===== src/dtff_pkg.sv =====
package dtff_pkg;

  localparam int unsigned CoordW = 12;
  localparam int unsigned DiffW  = 17;
  localparam int unsigned CfgIdxW = 2;
  localparam int unsigned CfgDataW = 9;

  localparam logic [CfgIdxW-1:0] CfgScreenWidth  = 2'd0;
  localparam logic [CfgIdxW-1:0] CfgScreenHeight = 2'd1;

  localparam logic signed [31:0] OneQ16 = 32'sd65536;

  typedef struct packed {
    logic signed [15:0] pixel_x;
    logic signed [15:0] pixel_y;
    logic signed [15:0] vertex_a_x;
    logic signed [15:0] vertex_a_y;
    logic signed [15:0] vertex_b_x;
    logic signed [15:0] vertex_b_y;
    logic signed [15:0] vertex_c_x;
    logic signed [15:0] vertex_c_y;
    logic [31:0]        vertex_a_w;
    logic [31:0]        vertex_b_w;
    logic [31:0]        vertex_c_w;
    logic [31:0]        fill_color;
  } in_item_t;

  typedef struct packed {
    logic [7:0]         write_x;
    logic [7:0]         write_y;
    logic [31:0]        write_color;
    logic signed [31:0] write_depth;
    logic               written;
    logic               degenerate;
  } out_item_t;

  // classified item handed from the front to the back
  typedef struct packed {
    logic                    outside;
    logic                    w_zero;
    logic [CoordW-1:0]       px;
    logic [CoordW-1:0]       py;
    logic [31:0]             color;
    logic signed [DiffW-1:0] acx;
    logic signed [DiffW-1:0] acy;
    logic signed [DiffW-1:0] abx;
    logic signed [DiffW-1:0] aby;
    logic signed [DiffW-1:0] apx;
    logic signed [DiffW-1:0] apy;
    logic signed [DiffW-1:0] pcx;
    logic signed [DiffW-1:0] pcy;
    logic signed [DiffW-1:0] pbx;
    logic signed [DiffW-1:0] pby;
    logic [31:0]             wa;
    logic [31:0]             wb;
    logic [31:0]             wc;
  } work_t;

endpackage


===== src/dtff_front.sv =====
module dtff_front #(
  parameter int unsigned MAX_COLUMNS = 256,
  parameter int unsigned MAX_ROWS    = 256
) (
  input  dtff_pkg::in_item_t                in_i,
  input  logic [dtff_pkg::CfgDataW-1:0]     screen_w_i,
  input  logic [dtff_pkg::CfgDataW-1:0]     screen_h_i,
  output dtff_pkg::work_t                   work_o
);

  function automatic logic signed [dtff_pkg::DiffW-1:0] sub(
    input logic signed [15:0] a, input logic signed [15:0] b);
    sub = dtff_pkg::DiffW'(a) - dtff_pkg::DiffW'(b);
  endfunction

  logic x_ok, y_ok;

  always_comb begin
    x_ok = !in_i.pixel_x[15] && (in_i.pixel_x < {7'd0, screen_w_i})
        && (in_i.pixel_x < 16'(MAX_COLUMNS));
    y_ok = !in_i.pixel_y[15] && (in_i.pixel_y < {7'd0, screen_h_i})
        && (in_i.pixel_y < 16'(MAX_ROWS));

    work_o.outside = !(x_ok && y_ok);
    work_o.w_zero  = (in_i.vertex_a_w == '0) || (in_i.vertex_b_w == '0)
        || (in_i.vertex_c_w == '0);
    work_o.px      = in_i.pixel_x[dtff_pkg::CoordW-1:0];
    work_o.py      = in_i.pixel_y[dtff_pkg::CoordW-1:0];
    work_o.color   = in_i.fill_color;
    work_o.acx     = sub(in_i.vertex_c_x, in_i.vertex_a_x);
    work_o.acy     = sub(in_i.vertex_c_y, in_i.vertex_a_y);
    work_o.abx     = sub(in_i.vertex_b_x, in_i.vertex_a_x);
    work_o.aby     = sub(in_i.vertex_b_y, in_i.vertex_a_y);
    work_o.apx     = sub(in_i.pixel_x, in_i.vertex_a_x);
    work_o.apy     = sub(in_i.pixel_y, in_i.vertex_a_y);
    work_o.pcx     = sub(in_i.vertex_c_x, in_i.pixel_x);
    work_o.pcy     = sub(in_i.vertex_c_y, in_i.pixel_y);
    work_o.pbx     = sub(in_i.vertex_b_x, in_i.pixel_x);
    work_o.pby     = sub(in_i.vertex_b_y, in_i.pixel_y);
    work_o.wa      = in_i.vertex_a_w;
    work_o.wb      = in_i.vertex_b_w;
    work_o.wc      = in_i.vertex_c_w;
  end

endmodule


===== config.mk =====
export PLATFORM = sky130hd
export DESIGN_NAME = dtff_front
export DESIGN_NICKNAME = d
export VERILOG_FILES = /design/src/dtff_pkg.sv /design/src/dtff_front.sv
export SDC_FILE = /design/constraint.sdc
export NUM_CORES = 1
export LEC_CHECK = 0
export BUFFER_PORTS_ARGS = -buffer_cell sky130_fd_sc_hd__buf_2
export CAP_MARGIN = 40
export CORE_AREA = 2 2 233 235
export DETAILED_ROUTE_END_ITERATION = 12
export DIE_AREA = 0 0 235 237
export PLACE_DENSITY = 0.47
export RECOVER_POWER = 100
export SLEW_MARGIN = 15
export SYNTH_ARGS = -nofsm -noshare
export SYNTH_HDL_FRONTEND = slang
export SYNTH_SLANG_ARGS = --single-unit

===== constraint.sdc =====
create_clock -name vclk -period 3.35
set_input_delay 0.335 -clock vclk [all_inputs]
set_output_delay 0.335 -clock vclk [all_outputs]
set_load 0.1 [all_outputs]

==> reports/results.tsv <==
stage	metric	value	unit
outcome	outcome	completed	
sta	achievable clock frequency	305	MHz
die	Core Rows	85	
pwr	PwrDens	517	nW/µm²
synthesis	YS warnings	0	
place	IO buf count	534	
worst_setup_path	crit-path cells	buf_2, inv_1, ha_1, nor2b_1, o31a_1, o41a_1, o41a_1, a21oi_1, xnor2_1, buf_2	
cells_and_area	area of the multi-input gates	8250	µm²
die	core area	53300	µm²
global_routing	largest net degree at the start of global routing	11	
drt	DR WL/cell	21.2	µm
drt	metal3 WL	4200	µm
cells_and_area	sequential cell count	0	
global_routing	total grt overflow	0	
run	MaxCap Viol Count	0	
sta	Worst Hold Slack	0.670	ns
place	post-detail-place hpwl	47400	µm
die	die area	55700	µm²
worst_setup_path	Crit-path slowest cell	buf_2	
drt	DR iter-0 viols	440	
clocking	Hold Buf Count CTS	0	
synthesis	Cells after Synth	1318	
cells_and_area	share of cells above drive strength 1	27.9	%
sta	worst relative slew slack	5.75	%
die	height of the chip	237	µm
pwr	Peak VDD IR	0.386	mV
worst_setup_path	CP Capture Type	primary output	
worst_setup_path	family with the most delay on the worst path	compound AO/OA/AOI/OAI gates	
die	Die Span X	235	µm
worst_setup_path	Slowest Stage Delay on Critical Path	0.48	ns
worst_setup_path	worst endpoint data arrival time	2.94	ns
drt	highest metal used	met5	
sta	period utilization	97.8	%
die	Initial Utilization	17.6	%
cells_and_area	Clock Buffer Count	0	
drt	Vias/cell	4.55	
pwr	Pwr Total	6570	µW
global_routing	initial antenna violation count	18	
drt	Total Wirelength	51400	µm
synthesis	Syn Area/Cell	7.12	µm²
synthesis	post-synthesis cell area	9380	µm²
global_routing	Total Routing Usage GR	17.3	%
synthesis	register area share after synthesis	0	%
pwr	leakage	0.00621	µW
drt	vias post-DR	11000	
cells_and_area	area growth from synthesis to layout	35.4	%
cells_and_area	Seq. cell area	0	µm²
worst_setup_path	Critical Path RT	3.01	ns
sta	Max Slew Vio Count	0	
drt	drt drc	0	
synthesis	Cell variety after synth	63	
drt	ANT nets after route	0	
worst_setup_path	Max Fanout on Critical Path	3	
drt	DR WL met2	25500	µm
synthesis	Syn Nets	1778	
drt	DRT met1 WL	19500	µm
worst_hold_path	HP Class	in2out	
global_routing	vias in the first global route	10700	
cells_and_area	Nets	2182	
die	I/O pins	598	
worst_setup_path	crit start category	input pin	
global_routing	first-pass GRT wire length	71700	µm
worst_setup_path	Bufs and invs on worst path	3	
sta	# setup viols final	0	
cells_and_area	FILL cells	6067	
sta	Final Hold Viols	0	
sta	min Tclk post-route	3.28	ns
worst_setup_path	critical path class	in2out	
place	gpl congestion	0.909	
drt	drt first pass iters	5	
sta	Tightest Pin Transition	1.42	ns
==> power by group <==
group	leakage (µW)	internal (µW)	switching [µW]	total, µW
sequential	0	0	0	0
combinational	0.00621	1390	5180	6570
clock	0.0000000380	0.000240	0	0.000240
==> path summary, 6_finish.rpt <==
check	endpoint	start	cells past startpoint
max	work_o[260]	in_i[209]	10
min	work_o[285]	in_i[19]	0
==> synth_stat cells (19+ instances only) <==
cell type	count	share of area [%]
ha_1	176	23
buf_4	152	12
inv_1	132	5.3
nor2_1	100	4.0
a21oi_1	87	4.6
xnor2_1	76	7.1
o21ai_0	72	3.8
o21a_1	65	5.2
nand2_1	57	2.3
a21o_1	43	3.4
nor2b_1	37	2.5
nor4_1	34	2.3
xor2_1	34	3.2
nor3_1	21	1.1
a31oi_1	19	1.3
==> layout by cell type (no fill, tap or decap), types with 12 or more instances in the layout <==
master	n
xnor2_2	27
nand4_1	17
nand2_1	57
nor2_1	99
o31a_1	12
a21o_1	43
buf_12	20
o21a_1	65
ha_1	175
xnor2_1	49
a31oi_1	16
a21oi_1	83
buf_4	42
xor2_2	16
o21ai_0	67
inv_1	131
buf_2	248
nor3_1	21
nor4_1	31
xor2_1	18
clkbuf_1	177
nor2b_1	35
nand2b_1	14
nand3_1	14
clkbuf_2	62
clkbuf_4	14
==> layer usage <==
| layer | GRT usage, % | vias up |
|---|---|---|
| met5 | 0 | - |
| met4 | 5.60 | 16 |
| met3 | 5.04 | 84 |
| met2 | 31.5 | 498 |
| met1 | 19.1 | 5003 |
| li1 | - | 5412 |
==> repair_timing <==
action,4_1_cts,5_1_grt
setup buffers,0,1
pin swaps,3,10
setup endpoints to repair,2,10
cloned,0,0
resized for setup,2,20
==> metrics by stage <==
stage          utilization, %  TNS (ns)  instance area [µm²]  worst slack [ns]  cells
3_5_place_dp             25.3   -0.0286                13500           -0.0286   2415
3_3_place_gp             25.3   -0.0528                13500           -0.0528   2415
2_1_floorplan               -    -0.666                 9880            -0.245   1318
6_report                 23.8         0                12700            0.0729   2422
4_1_cts                  25.3         0                13500           0.00355   2415
5_1_grt                  23.8   -0.0221                12700           -0.0221   2418
==> kinds of logic (layout without fill, tap and decap cells) <==
group / count (synthesis) / after routing / share of synthesized area [%]
xor gates and xnor gates: 110 / 110 / 10.3
AOI/OAI and AO/OA: 396 / 396 / 28.6
buffers and inverters: 296 / 698 / 17.9
adders and majority gates: 186 / 186 / 25.6
other: 0 / 6 / 0
and+or+nand+nor: 330 / 330 / 17.6
==> cell type report <==
type                       count  share of cell area [%]
multi-input combinational   1022                    64.9
timing repair buffer         566                    24.2
tap                          696                    6.86
inverter                     132                    3.90
antenna                        6                   0.118
(Power assumes the default switching activity.)
