**src/dtff_pkg.sv**
```systemverilog
package dtff_pkg;

  localparam int unsigned CoordW = 12;
  localparam int unsigned DiffW  = 17;
  localparam int unsigned CfgIdxW = 2;
  localparam int unsigned CfgDataW = 9;

  localparam logic [CfgIdxW-1:0] CfgScreenWidth  = 2'd0;
  localparam logic [CfgIdxW-1:0] CfgScreenHeight = 2'd1;

  localparam logic signed [31:0] OneQ16 = 32'sd65536;

  typedef struct packed {
    logic signed [15:0] pixel_x;
    logic signed [15:0] pixel_y;
    logic signed [15:0] vertex_a_x;
    logic signed [15:0] vertex_a_y;
    logic signed [15:0] vertex_b_x;
    logic signed [15:0] vertex_b_y;
    logic signed [15:0] vertex_c_x;
    logic signed [15:0] vertex_c_y;
    logic [31:0]        vertex_a_w;
    logic [31:0]        vertex_b_w;
    logic [31:0]        vertex_c_w;
    logic [31:0]        fill_color;
  } in_item_t;

  typedef struct packed {
    logic [7:0]         write_x;
    logic [7:0]         write_y;
    logic [31:0]        write_color;
    logic signed [31:0] write_depth;
    logic               written;
    logic               degenerate;
  } out_item_t;

  // classified item handed from the front to the back
  typedef struct packed {
    logic                    outside;
    logic                    w_zero;
    logic [CoordW-1:0]       px;
    logic [CoordW-1:0]       py;
    logic [31:0]             color;
    logic signed [DiffW-1:0] acx;
    logic signed [DiffW-1:0] acy;
    logic signed [DiffW-1:0] abx;
    logic signed [DiffW-1:0] aby;
    logic signed [DiffW-1:0] apx;
    logic signed [DiffW-1:0] apy;
    logic signed [DiffW-1:0] pcx;
    logic signed [DiffW-1:0] pcy;
    logic signed [DiffW-1:0] pbx;
    logic signed [DiffW-1:0] pby;
    logic [31:0]             wa;
    logic [31:0]             wb;
    logic [31:0]             wc;
  } work_t;

endpackage

```
**src/dtff_queue.sv**
```systemverilog
module dtff_queue (
  input  logic            clk_i,
  input  logic            rst_ni,
  input  logic            push_i,
  input  dtff_pkg::work_t push_data_i,
  output logic            full_o,
  input  logic            pop_i,
  output logic            empty_o,
  output dtff_pkg::work_t head_o
);

  dtff_pkg::work_t slot_q [2];
  logic            wr_q, rd_q;
  logic [1:0]      cnt_q;

  assign full_o  = (cnt_q == 2'd2);
  assign empty_o = (cnt_q == 2'd0);
  assign head_o  = slot_q[rd_q];

  always_ff @(posedge clk_i or negedge rst_ni) begin
    if (!rst_ni) begin
      wr_q  <= 1'b0;
      rd_q  <= 1'b0;
      cnt_q <= 2'd0;
    end else begin
      if (push_i) wr_q <= ~wr_q;
      if (pop_i)  rd_q <= ~rd_q;
      if (push_i && !pop_i)      cnt_q <= cnt_q + 2'd1;
      else if (pop_i && !push_i) cnt_q <= cnt_q - 2'd1;
    end
  end

  always_ff @(posedge clk_i) begin
    if (push_i) slot_q[wr_q] <= push_data_i;
  end

endmodule

```
**config.mk**
```make
export PLATFORM = sky130hd
export DESIGN_NAME = dtff_queue
export DESIGN_NICKNAME = d
export VERILOG_FILES = /design/src/dtff_pkg.sv /design/src/dtff_queue.sv
export SDC_FILE = /design/constraint.sdc
export NUM_CORES = 1
export LEC_CHECK = 0
export BUFFER_PORTS_ARGS = -buffer_cell sky130_fd_sc_hd__buf_2
export CORE_AREA = 2 2 257 259
export CTS_BUF_LIST = sky130_fd_sc_hd__clkbuf_16
export DETAILED_ROUTE_END_ITERATION = 8
export DIE_AREA = 0 0 259 261
export GPL_TIMING_DRIVEN = 0
export SETUP_SLACK_MARGIN = 0.02
export SYNTH_ARGS = -nofsm -noshare
export SYNTH_HDL_FRONTEND = slang
export SYNTH_SLANG_ARGS = --single-unit
```
**constraint.sdc**
```tcl
create_clock -name clk_i -period 37.9 [get_ports clk_i]
set_clock_uncertainty 0.1 [all_clocks]
set_input_delay 7.58 -clock clk_i [delete_from_list [all_inputs] [get_ports clk_i]]
set_output_delay 7.58 -clock clk_i [all_outputs]
set_load 0.01 [all_outputs]
```
==> results of run 1 <==
-- logic make-up (layout without fill, tap and decap cells) --
kind of cell / Yosys count / after routing / synth area share (%)
xor gates and xnor gates: 5 / 5 / 0.185
adders and majority gates: 1 / 1 / 0.0527
DFF: 652 / 652 / 82.4
muxes: 324 / 324 / 15.7
buffers and inverters: 37 / 827 / 1.54
other: 0 / 13 / 0
and+or+nand+nor: 5 / 5 / 0.111
-- path summary, 6_finish.rpt --
kind                            slack, ps  cells past startpoint             end  startpoint
worst max register to register      35330                      6  slot_q[0][245]        wr_q
worst min-delay path                  420                      1        cnt_q[1]    cnt_q[1]
worst min register to register        420                      1        cnt_q[1]    cnt_q[1]
worst max-delay path                28140                      5     head_o[255]        rd_q
min in group asynchronous            6670                      1            wr_q      rst_ni
max in group asynchronous           30890                      1            rd_q      rst_ni
-- synth_stat cells --
library cell  instances  area share [%]
buf_2                 7            0.15
dfrtp_1               4            0.42
mux2_1                1           0.047
xnor2_1               1           0.037
inv_1                 1           0.016
and2_1                1           0.026
mux2_4               20             1.3
mux2_2              303              14
buf_6                29             1.4
ha_1                  1           0.053
edfxtp_1            648              82
xor2_1                4            0.15
nor2b_1               2           0.053
nor2_1                2           0.032
-- placed cells by master (no fill, tap or decap) --
cell,instances
buf_2,660
edfxtp_1,648
mux2_2,303
clkbuf_16,70
buf_6,29
mux2_4,20
inv_1,18
clkinv_1,15
diode_2,13
buf_12,11
buf_16,7
clkinv_2,6
xor2_1,4
dfrtp_1,4
clkinv_16,3
nor2_1,2
clkinv_8,2
clkinvlp_4,2
bufinv_16,2
mux2_1,1
and2_4,1
nor2b_1,1
nor2b_4,1
xnor2_1,1
ha_1,1
inv_16,1
inv_6,1
-- per-stage QoR --
step           utilization [%]  hold WS, ps  power [mW]  instance area (sq um)
3_5_place_dp              43.8          414        1.72                  28500
2_1_floorplan                -          355        1.48                  23700
6_report                  47.1          418        2.32                  30700
3_3_place_gp              43.2          370        1.80                  28100
5_1_grt                   47.1          465        2.42                  30700
4_1_cts                   47.1          421        2.36                  30600
-- worst register-to-register path, delay by kind of cell (launching register included) --
family / cells / cell delay (ps)
flops: 1 / 430
simple gates: 1 / 500
buf+inv: 5 / 1200
-- routing by layer --
metal,track usage (%),part of all wire [%],vias to the layer above
met1,16.6,35,6118
met4,7.29,3.0,6
met3,4.89,7.6,115
met2,28.5,54,406
met5,0,0.061,-
li1,-,-,5617
-- where the power goes --
group	internal (mW)	leakage [nW]	switching, mW
sequential	0.954	6.13	0.0277
clock	0.353	1.09	0.275
combinational	0.326	4.36	0.383
total	1.63	11.6	0.685
-- registers in the layout (all words and copies together) (netlist names) --
signal	flops
wr_q	1
slot_q	648
cnt_q	2
rd_q	1
-- layout make-up --
class                           count  area, sq um  share of cell area, %
Multi-Input combinational cell    335         3820                   12.4
Inverter                            1         3.75                 0.0122
Buffer                             36          362                   1.18
Sequential cell                   652        19600                   63.8
Timing Repair Buffer              671         3680                   12.0
Tap cell                          864         1080                   3.53
Antenna cell                       13         32.5                  0.106
Clock buffer                       70         1750                   5.71
Clock inverter                     49          377                   1.23
==> metrics, run 1 <==
status=complete, no violations; Core ar.=0.0650 sq mm; unrepaired setup endpoints after global routing=false; WS Path Type=flop to primary output; Rows=94; Final Hold Vio Count=0; initial antenna violation count=16; Crit path max-delay family=buffers and inverters; H-tree Lvls=3; post-synthesis sequential area ratio=just over 80%; area grow syn2layout=29.2%; Worst setup SP type=flop; Slew Viols, Final=0; DR vias/cell=between 4 and 5; crit path DAT=2080 ps; fmax=between 100 and 150 MHz; CTS sink cnt=approximately 650; endpoints failing setup=0; maximum root-to-sink buffer count=3; post-route minimum period=9760 ps; worst skew pair latency=~600 ps; Die X-Extent=approximately 260 microns; Slew @ Worst Pin=between 500 and 600 ps; Post-CTS Setup Inserts=0; CTS buffer count=70; gr ovfl total=0; number of fillers in the final layout=approximately 5,600; Root Buffer=clkbuf_16; syn nets=1,353; setup tns final=0 ps; crit share post-route=approximately a quarter; Total Routing Usage GR=between 10% and 20%; DR pass1 iterations=4; final WL=about 56 mm; Hold Crit Class=flop to flop; CP max-delay cell=mux2_2; Gates resized, CTS repair=0; # Max-Cap Violations=0; pwr dens=~76 mW/mm^2; Slew Limit Headroom=between 60% and 70%; I/O pin cnt=~650; maximum VDD drop=about 43 uV; CP cell instances=buf_6 -> buf_6 -> buf_6 -> mux2_2 -> buf_2; ratio of cells with drive above 1 in the final layout=approximately three fifths; pin count of the biggest net entering global routing=56; Worst EP required=between 30,000 and 40,000 ps; post-placement setup slack=~28,000 ps; Final HPWL DP=about 41 mm; Worst setup EP type=primary output; CP most frequent cell=buf_6; NumNets Final=2,096; DRC=0; Port-buffer cells=653; Buf+Inv Stages, Crit Path=4; initial DRC count=between 600 and 700; Worst-path clk slew=around 50 ps; Mapped Area=~0.024 sq mm; number of global-route vias before repair=~13,000; DR WL/cell=between 20 and 25 microns; Leak=11.6 nW; Post-Synthesis Cells=1,024; die area=roughly 0.068 sq mm; final setup margin=between 20,000 and 30,000 ps; Hold-fix buffers, CTS=0; CP peak stage delay=370 ps; Syn Area/Cell=around 23 sq um; Synth warnings=0; Die Ht=about 260 microns; routed via count=between 10,000 and 15,000; CP max FO=10; first-pass GRT wire length=between 70 and 80 mm; #FFs+latches synth=~650; placed cells=roughly 2,600; placer congestion estimate=roughly 0.79; Yosys cell types=14; antenna viol nets, final=0; CTS tree=done; Starting Density=a little over a third; non-filler cells, final=approximately 2,700
Note: power is estimated with default switching activity, not from simulation.
==> run 2, diff against run 1 <==
Settings changed: CORE_AREA 2 2 257 259 to 2 2 251 253, DIE_AREA 0 0 259 261 to 0 0 253 255.
Clock period 37.9 ns to 10.25 ns, I/O delays scaled along.
==> run 2 against run 1 <==
Against the previous run:
- sequential power increased to 3.7 times the previous value
- count of clock-buffer cells in the layout unchanged
- power rose to 3.7 times the previous value
- global-route usage is 1.0 points higher
- non-clock buffer count unchanged
- clock power rose to 3.8 times the previous value
- final cell count is 2.2% lower
- wire length increased by 1.8%
- combinational power rose to 3.7 times the previous value
- sequential share of layout area about the same
- critical path type unchanged
- largest cell class unchanged
==> metrics, run 2 (synthesis gave the netlist of run 1 again) <==
status=complete, no violations (unchanged); DR vias/cell=4.70 (was 4.56); Total Routing Usage GR=16.7% (was 15.7%); WS Path Type=flop to primary output (unchanged); gr ovfl total=0 (unchanged); NumNets Final=2,096 (unchanged); Hold WS=394 ps (was 418 ps); Placed Instance Area=0.0284 sq mm (was 0.0285 sq mm); Root Buffer=clkbuf_16 (unchanged); Hold-fix buffers, CTS=0 (unchanged); Cell Int Power=6.14 mW (was 1.63 mW); DR pass1 iterations=5 (was 4); sw power=2.54 mW (was 0.685 mW); Slew @ Worst Pin=743 ps (was 580 ps); Hold EP=cnt_q[1] (unchanged); CTS tree=done (unchanged); Slew Limit Headroom=50.5% (was 61.3%); Final HPWL DP=41.5 mm (was 40.7 mm); CP max-delay cell=mux2_2 (unchanged); CP cell instances=buf_6 -> buf_6 -> buf_6 -> mux2_2 -> buf_2 (unchanged); Die X-Extent=253 microns (was 259 microns); initial antenna violation count=21 (was 16); Seq pwr share=41.9% (was 42.4%); Clk pwr share=27.6% (was 27.1%); Leak=11.6 nW (about the same); Buf+Inv Stages, Crit Path=4 (unchanged); CTS sink cnt=652 (unchanged); first-pass GRT wire length=79.5 mm (was 79.2 mm); commonest non-fill, non-tap cell in the layout=buf_2 (unchanged); unrepaired setup endpoints after global routing=false (unchanged); post-route minimum period=4240 ps; final WL=56.8 mm (was 55.8 mm); die area=0.0645 sq mm (was 0.0676 sq mm); Gates resized, CTS repair=0 (unchanged); CP peak stage delay=370 ps (about the same); net switching fraction of the power=29.3% (was 29.6%); crit share post-route=between 40% and 50%; crit path DAT=2090 ps (was 2080 ps); CP max FO=10 (unchanged); Hold Crit Class=flop to flop (unchanged); fmax=about 240 MHz; reg2reg setup slack=7520 ps (was 35,330 ps); I/O pin cnt=654 (unchanged); Core ar.=0.0622 sq mm (was 0.0650 sq mm); DR WL/cell=21.6 microns (was 20.7 microns); Worst EP required=8100 ps (was 30,220 ps); Slew Viols, Final=0 (unchanged); Worst setup EP type=primary output (unchanged); Port-buffer cells=653 (unchanged); placed cells=2,494 (was 2,559); CP most frequent cell=buf_6 (unchanged); worst skew pair latency=580 ps (was 600 ps); Crit path max-delay family=buffers and inverters (unchanged); Largest Register=slot_q (unchanged); routed via count=12,367 (was 12,262); post-placement setup slack=5730 ps (was 27,980 ps); DRC=0 (unchanged); H-tree Lvls=3 (unchanged); number of global-route vias before repair=13,026 (was 13,128); final setup margin=6010 ps (was 28,140 ps); number of fillers in the final layout=5,232 (was 5,591); pwr dens=283 mW/mm^2 (was 75.6 mW/mm^2); Final Hold Vio Count=0 (unchanged); maximum VDD drop=186 uV (was 43.3 uV); Die Ht=255 microns (was 261 microns); area grow syn2layout=29.2% (about the same); Rows=92 (was 94); Worst setup SP type=flop (unchanged); setup tns final=0 ps (unchanged); commonest cells after routing, fill and taps aside=660 x buf_2, 648 x edfxtp_1, 303 x mux2_2, 70 x clkbuf_16, 29 x buf_6 (unchanged); initial DRC count=543 (was 645); hold path depth=1 (unchanged); Reg2Reg Launch Point=wr_q (unchanged); r2r endpoint=slot_q[1][274] (was slot_q[0][245]); Combinational Power Share=30.5% (was 30.6%); ratio of cells with drive above 1 in the final layout=62.0% (was 61.7%); placer congestion estimate=0.780 (was 0.790); R2R cell count=4 (was 6); Worst-path clk slew=60 ps (was 50 ps); maximum root-to-sink buffer count=3 (unchanged); Post-CTS Setup Inserts=0 (unchanged); biggest regs=slot_q: 648 flops, cnt_q: 2 flops (unchanged); Starting Density=38.2% (was 36.5%); design area=0.0307 sq mm (about the same); non-filler cells, final=2,631 (was 2,691); Largest register FFs=648 (unchanged); antenna viol nets, final=0 (unchanged); pin count of the biggest net entering global routing=64 (was 56); # Max-Cap Violations=0 (unchanged); endpoints failing setup=0 (unchanged); CTS buffer count=70 (unchanged); Hold Crit Start=cnt_q[1] (unchanged)
-- run 2: power by group through the flow --
stage	clock network, mW	registers, mW	logic, mW
final	2.39	3.63	2.65
after global routing	2.55	3.67	2.83
after CTS	2.46	3.63	2.71
after detailed placement	0	3.69	2.69
after global placement	0	3.91	2.57
after floorplan	0	3.80	1.55
-- run 2: worst max-delay path by stage --
stage                      start              to  slack, ps  depth (start not counted)
after global routing        rd_q     head_o[223]       5880                          5
after detailed placement  push_i  slot_q[0][272]       5730                          8
final                       rd_q     head_o[222]       6010                          5
after floorplan           push_i    slot_q[1][0]        120                          1
after global placement    push_i  slot_q[1][272]      -4520                          2
after CTS                   rd_q     head_o[223]       5880                          5
-- run 2: layout make-up --
cell class,count,area (sq um),area share (%)
Clock buffer,70,1750,5.71
Sequential cell,652,19600,63.8
Clock inverter,54,437,1.42
Antenna cell,13,32.5,0.106
Tap cell,799,1000,3.26
Inverter,1,3.75,0.0122
Buffer,36,362,1.18
Multi-Input combinational cell,335,3820,12.4
Timing Repair Buffer,671,3700,12.1
-- run 2: per-stage QoR --
stage,power (mW),util (%)
floorplan,5.35,-
global placement,6.48,45.1
detailed placement,6.38,45.7
CTS,8.80,49.3
global route,9.06,49.3
finish,8.67,49.3
-- run 2: worst reg2reg max path, delay by kind of cell, from the launching register on --
family | cells | cell delay, ps
buffers and inverters | 3 | 1120
flip-flops | 1 | 420
AND/OR/NAND/NOR | 1 | 660
-- run 2: layer usage --
metal  share of wire (%)  GRT usage, %  vias up
met3                 7.9          5.95      116
met2                  53          29.5      411
met5                0.14             0        -
met4                 3.2          7.66       14
met1                  36          18.0     6194
li1                    -             -     5632
==> run 3, diff against run 2 <==
Settings changed: ABC_AREA set to 1.
Clock period 10.25 ns to 4.3 ns, I/O delays scaled along.
==> run 3 against run 2 <==
Against the previous run:
- die area stayed put
- final cell count grew 0.53%
- utilization rose by 0.21 points
- wire length increased by 0.89%
- design area up 0.42%
- largest power group unchanged
- setup slack worse by 4700 ps
- critical path type unchanged
- sequential share of layout area is 0.27 points lower
==> metrics, run 3 <==
status=complete, no violations (unchanged); CTS buffer count=70 (unchanged); antenna viol nets, final=0 (unchanged); count leader, synth=edfxtp_1 (unchanged); Starting Density=38.2% (about the same); Synth warnings=0 (unchanged); Synth Area in Compound Gates=0% (unchanged); final core utilization=49.5% (was 49.3%); unrepaired setup endpoints after global routing=false (unchanged); number of fillers in the final layout=5,192 (was 5,232); final WL=57.3 mm (was 56.8 mm); reg2reg setup slack=1700 ps (was 7520 ps); pwr dens=676 mW/mm^2 (was 283 mW/mm^2); Hold Crit Class=input port to flop (was flop to flop); Final HPWL DP=42.3 mm (was 41.5 mm); endpoints failing setup=0 (unchanged); Post-CTS Setup Inserts=0 (unchanged); DR WL/cell=21.7 microns (was 21.6 microns); Synth Area in Simple Gates=0.174% (was 0.111%); commonest non-fill, non-tap cell in the layout=buf_2 (unchanged); Core ar.=0.0622 sq mm (unchanged); Gates resized, CTS repair=0 (unchanged); Worst setup EP type=primary output (unchanged); commonest cells after routing, fill and taps aside=660 x buf_2, 648 x edfxtp_1, 303 x mux2_2, 70 x clkbuf_16, 29 x buf_6 (unchanged); largest family of logic cells by synthesized area=multiplexers (unchanged); area leader, netlist=edfxtp_1 (unchanged); H-tree Lvls=3 (unchanged); DR vias/cell=4.72 (was 4.70); area grow syn2layout=29.6% (was 29.2%); ratio of cells with drive above 1 in the final layout=62.1% (was 62.0%); Register Area=0.0196 sq mm (unchanged); crit share post-route=between 70% and 80%; CP cell instances=buf_6 -> buf_6 -> buf_6 -> mux2_2 -> buf_2 (unchanged); Worst setup SP type=flop (unchanged); CP max FO=10 (unchanged); Multi-input gate area=0.00383 sq mm (was 0.00382 sq mm); Mapped Area=0.0238 sq mm (was 0.0237 sq mm); initial DRC count=527 (was 543); fmax=roughly 330 MHz; Port-buffer cells=653 (unchanged); biggest regs=slot_q: 648 flops, cnt_q: 2 flops (unchanged); design area=0.0308 sq mm (was 0.0307 sq mm); adder-cell share of the synthesized area=0.0527% (about the same); Largest Register=slot_q (unchanged); synth cell count leaders=648 x edfxtp_1, 303 x mux2_2, 29 x buf_6, 20 x mux2_4 (was 648 x edfxtp_1, 303 x mux2_2, 29 x buf_6, 20 x mux2_4, 7 x buf_2); Syn Area/Cell=23.0 sq um (was 23.2 sq um); hold path depth=1 (unchanged); gr ovfl total=0 (unchanged); final setup margin=1270 ps (was 6010 ps); post-synthesis sequential area ratio=82.4% (about the same); # Max-Cap Violations=0 (unchanged); Die Ht=255 microns (unchanged); ys async rst share=0.613% (unchanged); Slew Limit Headroom=40.6% (was 50.5%); routed via count=12,481 (was 12,367); Hold Crit Start=push_data_i[23] (was cnt_q[1]); syn nets=1,362 (was 1,353); Worst EP required=3340 ps (was 8100 ps); CP max-delay cell=mux2_2 (unchanged); Post-Synth XOR/XNOR Area=0.111% (was 0.185%); top-area cell type share of the netlist area=81.9% (was 82.0%); Total Routing Usage GR=16.9% (was 16.7%); Yosys cell types=15 (was 14); placer congestion estimate=0.778 (was 0.780); maximum root-to-sink buffer count=3 (unchanged); number of global-route vias before repair=12,923 (was 13,026); maximum VDD drop=435 uV (was 186 uV); Leak=11.7 nW (was 11.6 nW); crit path DAT=2070 ps (was 2090 ps); Rows=92 (unchanged); largest cells by area after synthesis=edfxtp_1 82%, mux2_2 14%, buf_6 1.4% (unchanged); ys flop type=edfxtp_1 (unchanged); Post-synth EDFFs=648 (unchanged); pin count of the biggest net entering global routing=41 (was 64); post-route minimum period=slightly above 3000 ps; post-synthesis mux area share=15.7% (about the same); Placed Instance Area=0.0285 sq mm (was 0.0284 sq mm); Tot Pwr=20.8 mW (was 8.67 mW); Hold WS=346 ps (was 394 ps); worst skew pair latency=580 ps (about the same); CP peak stage delay=380 ps (was 370 ps); post-placement setup slack=1020 ps (was 5730 ps); CTS tree=done (unchanged); Worst-path clk slew=60 ps (about the same); initial antenna violation count=26 (was 21); Die X-Extent=253 microns (unchanged); #FFs+latches synth=652 (unchanged); I/O pin cnt=654 (unchanged); Hold EP=slot_q[1][23] (was cnt_q[1]); WS Path Type=flop to primary output (unchanged); Root Buffer=clkbuf_16 (unchanged); Final Hold Vio Count=0 (unchanged); CTS sink cnt=652 (unchanged); die area=0.0645 sq mm (unchanged); r2r endpoint=slot_q[1][275] (was slot_q[1][274]); Slew Viols, Final=0 (unchanged); first-pass GRT wire length=79.9 mm (was 79.5 mm); Slew @ Worst Pin=889 ps (was 743 ps); Post-Synthesis Cells=1,033 (was 1,024); Largest register FFs=648 (unchanged); DRC=0 (unchanged); CP most frequent cell=buf_6 (unchanged); DR pass1 iterations=5 (unchanged); Reg2Reg Launch Point=wr_q (unchanged); NumNets Final=2,109 (was 2,096); R2R cell count=5 (was 4)
-- run 3: layout make-up --
| type | instances | area share, % |
|---|---|---|
| antenna | 12 | 0.0975 |
| buffer | 36 | 1.17 |
| clock buffer | 70 | 5.69 |
| clock inverter | 56 | 1.63 |
| inverter | 7 | 0.138 |
| multi-input combinational | 338 | 12.4 |
| sequential | 652 | 63.5 |
| tap | 799 | 3.25 |
| timing repair buffer | 675 | 12.1 |
-- run 3: worst max path at each step --
stage | cells after the start | startpoint | endpoint
CTS | 5 | rd_q | head_o[194]
finish | 5 | rd_q | head_o[195]
global placement | 3 | push_i | slot_q[1][299]
floorplan | 2 | push_i | slot_q[1][0]
global route | 5 | rd_q | head_o[194]
detailed placement | 6 | push_i | slot_q[1][274]
-- run 3: logic make-up (layout without fill, tap and decap cells) --
| group | count (synthesis) | after routing |
|---|---|---|
| muxes | 324 | 324 |
| other | 0 | 12 |
| DFF | 652 | 652 |
| buffers and inverters | 43 | 844 |
| and+or+nand+nor | 10 | 10 |
| adders and majority gates | 1 | 1 |
| xor gates and xnor gates | 3 | 3 |
-- run 3: metrics by stage --
step	setup TNS [ps]	cells
after floorplan	-1241120	1033
after global placement	-3293480	2485
after detailed placement	0	2506
after CTS	0	2633
after global routing	0	2645
final	0	2645
-- run 3: per-layer routing --
| metal | part of all wire (%) | routed length, microns | track usage, % |
|---|---|---|---|
| met1 | 36 | 20600 | 18.5 |
| met3 | 8.3 | 4750 | 6.45 |
| met4 | 3.2 | 1860 | 7.32 |
| met2 | 52 | 30000 | 29.2 |
| met5 | 0.23 | 130 | 0 |
-- run 3: worst max-delay path: cells and delay by family, from the launching register on --
| kind | cells | cell delay (ps) |
|---|---|---|
| buffers and inverters | 4 | 750 |
| multiplexers | 1 | 380 |
| flip-flops | 1 | 330 |
-- run 3: repair_timing --
item	in CTS	in global routing
hold buffers	1	0
setup endpoints to repair	0	0
hold endpoints to repair	4	0
-- run 3: power breakdown --
part	leakage [nW]	internal, mW	total (mW)	switching (mW)
Clock	1.13	3.36	5.82	2.46
Sequential	6.13	8.41	8.66	0.252
Combinational	4.40	2.89	6.32	3.43
Total	11.7	14.7	20.8	6.14
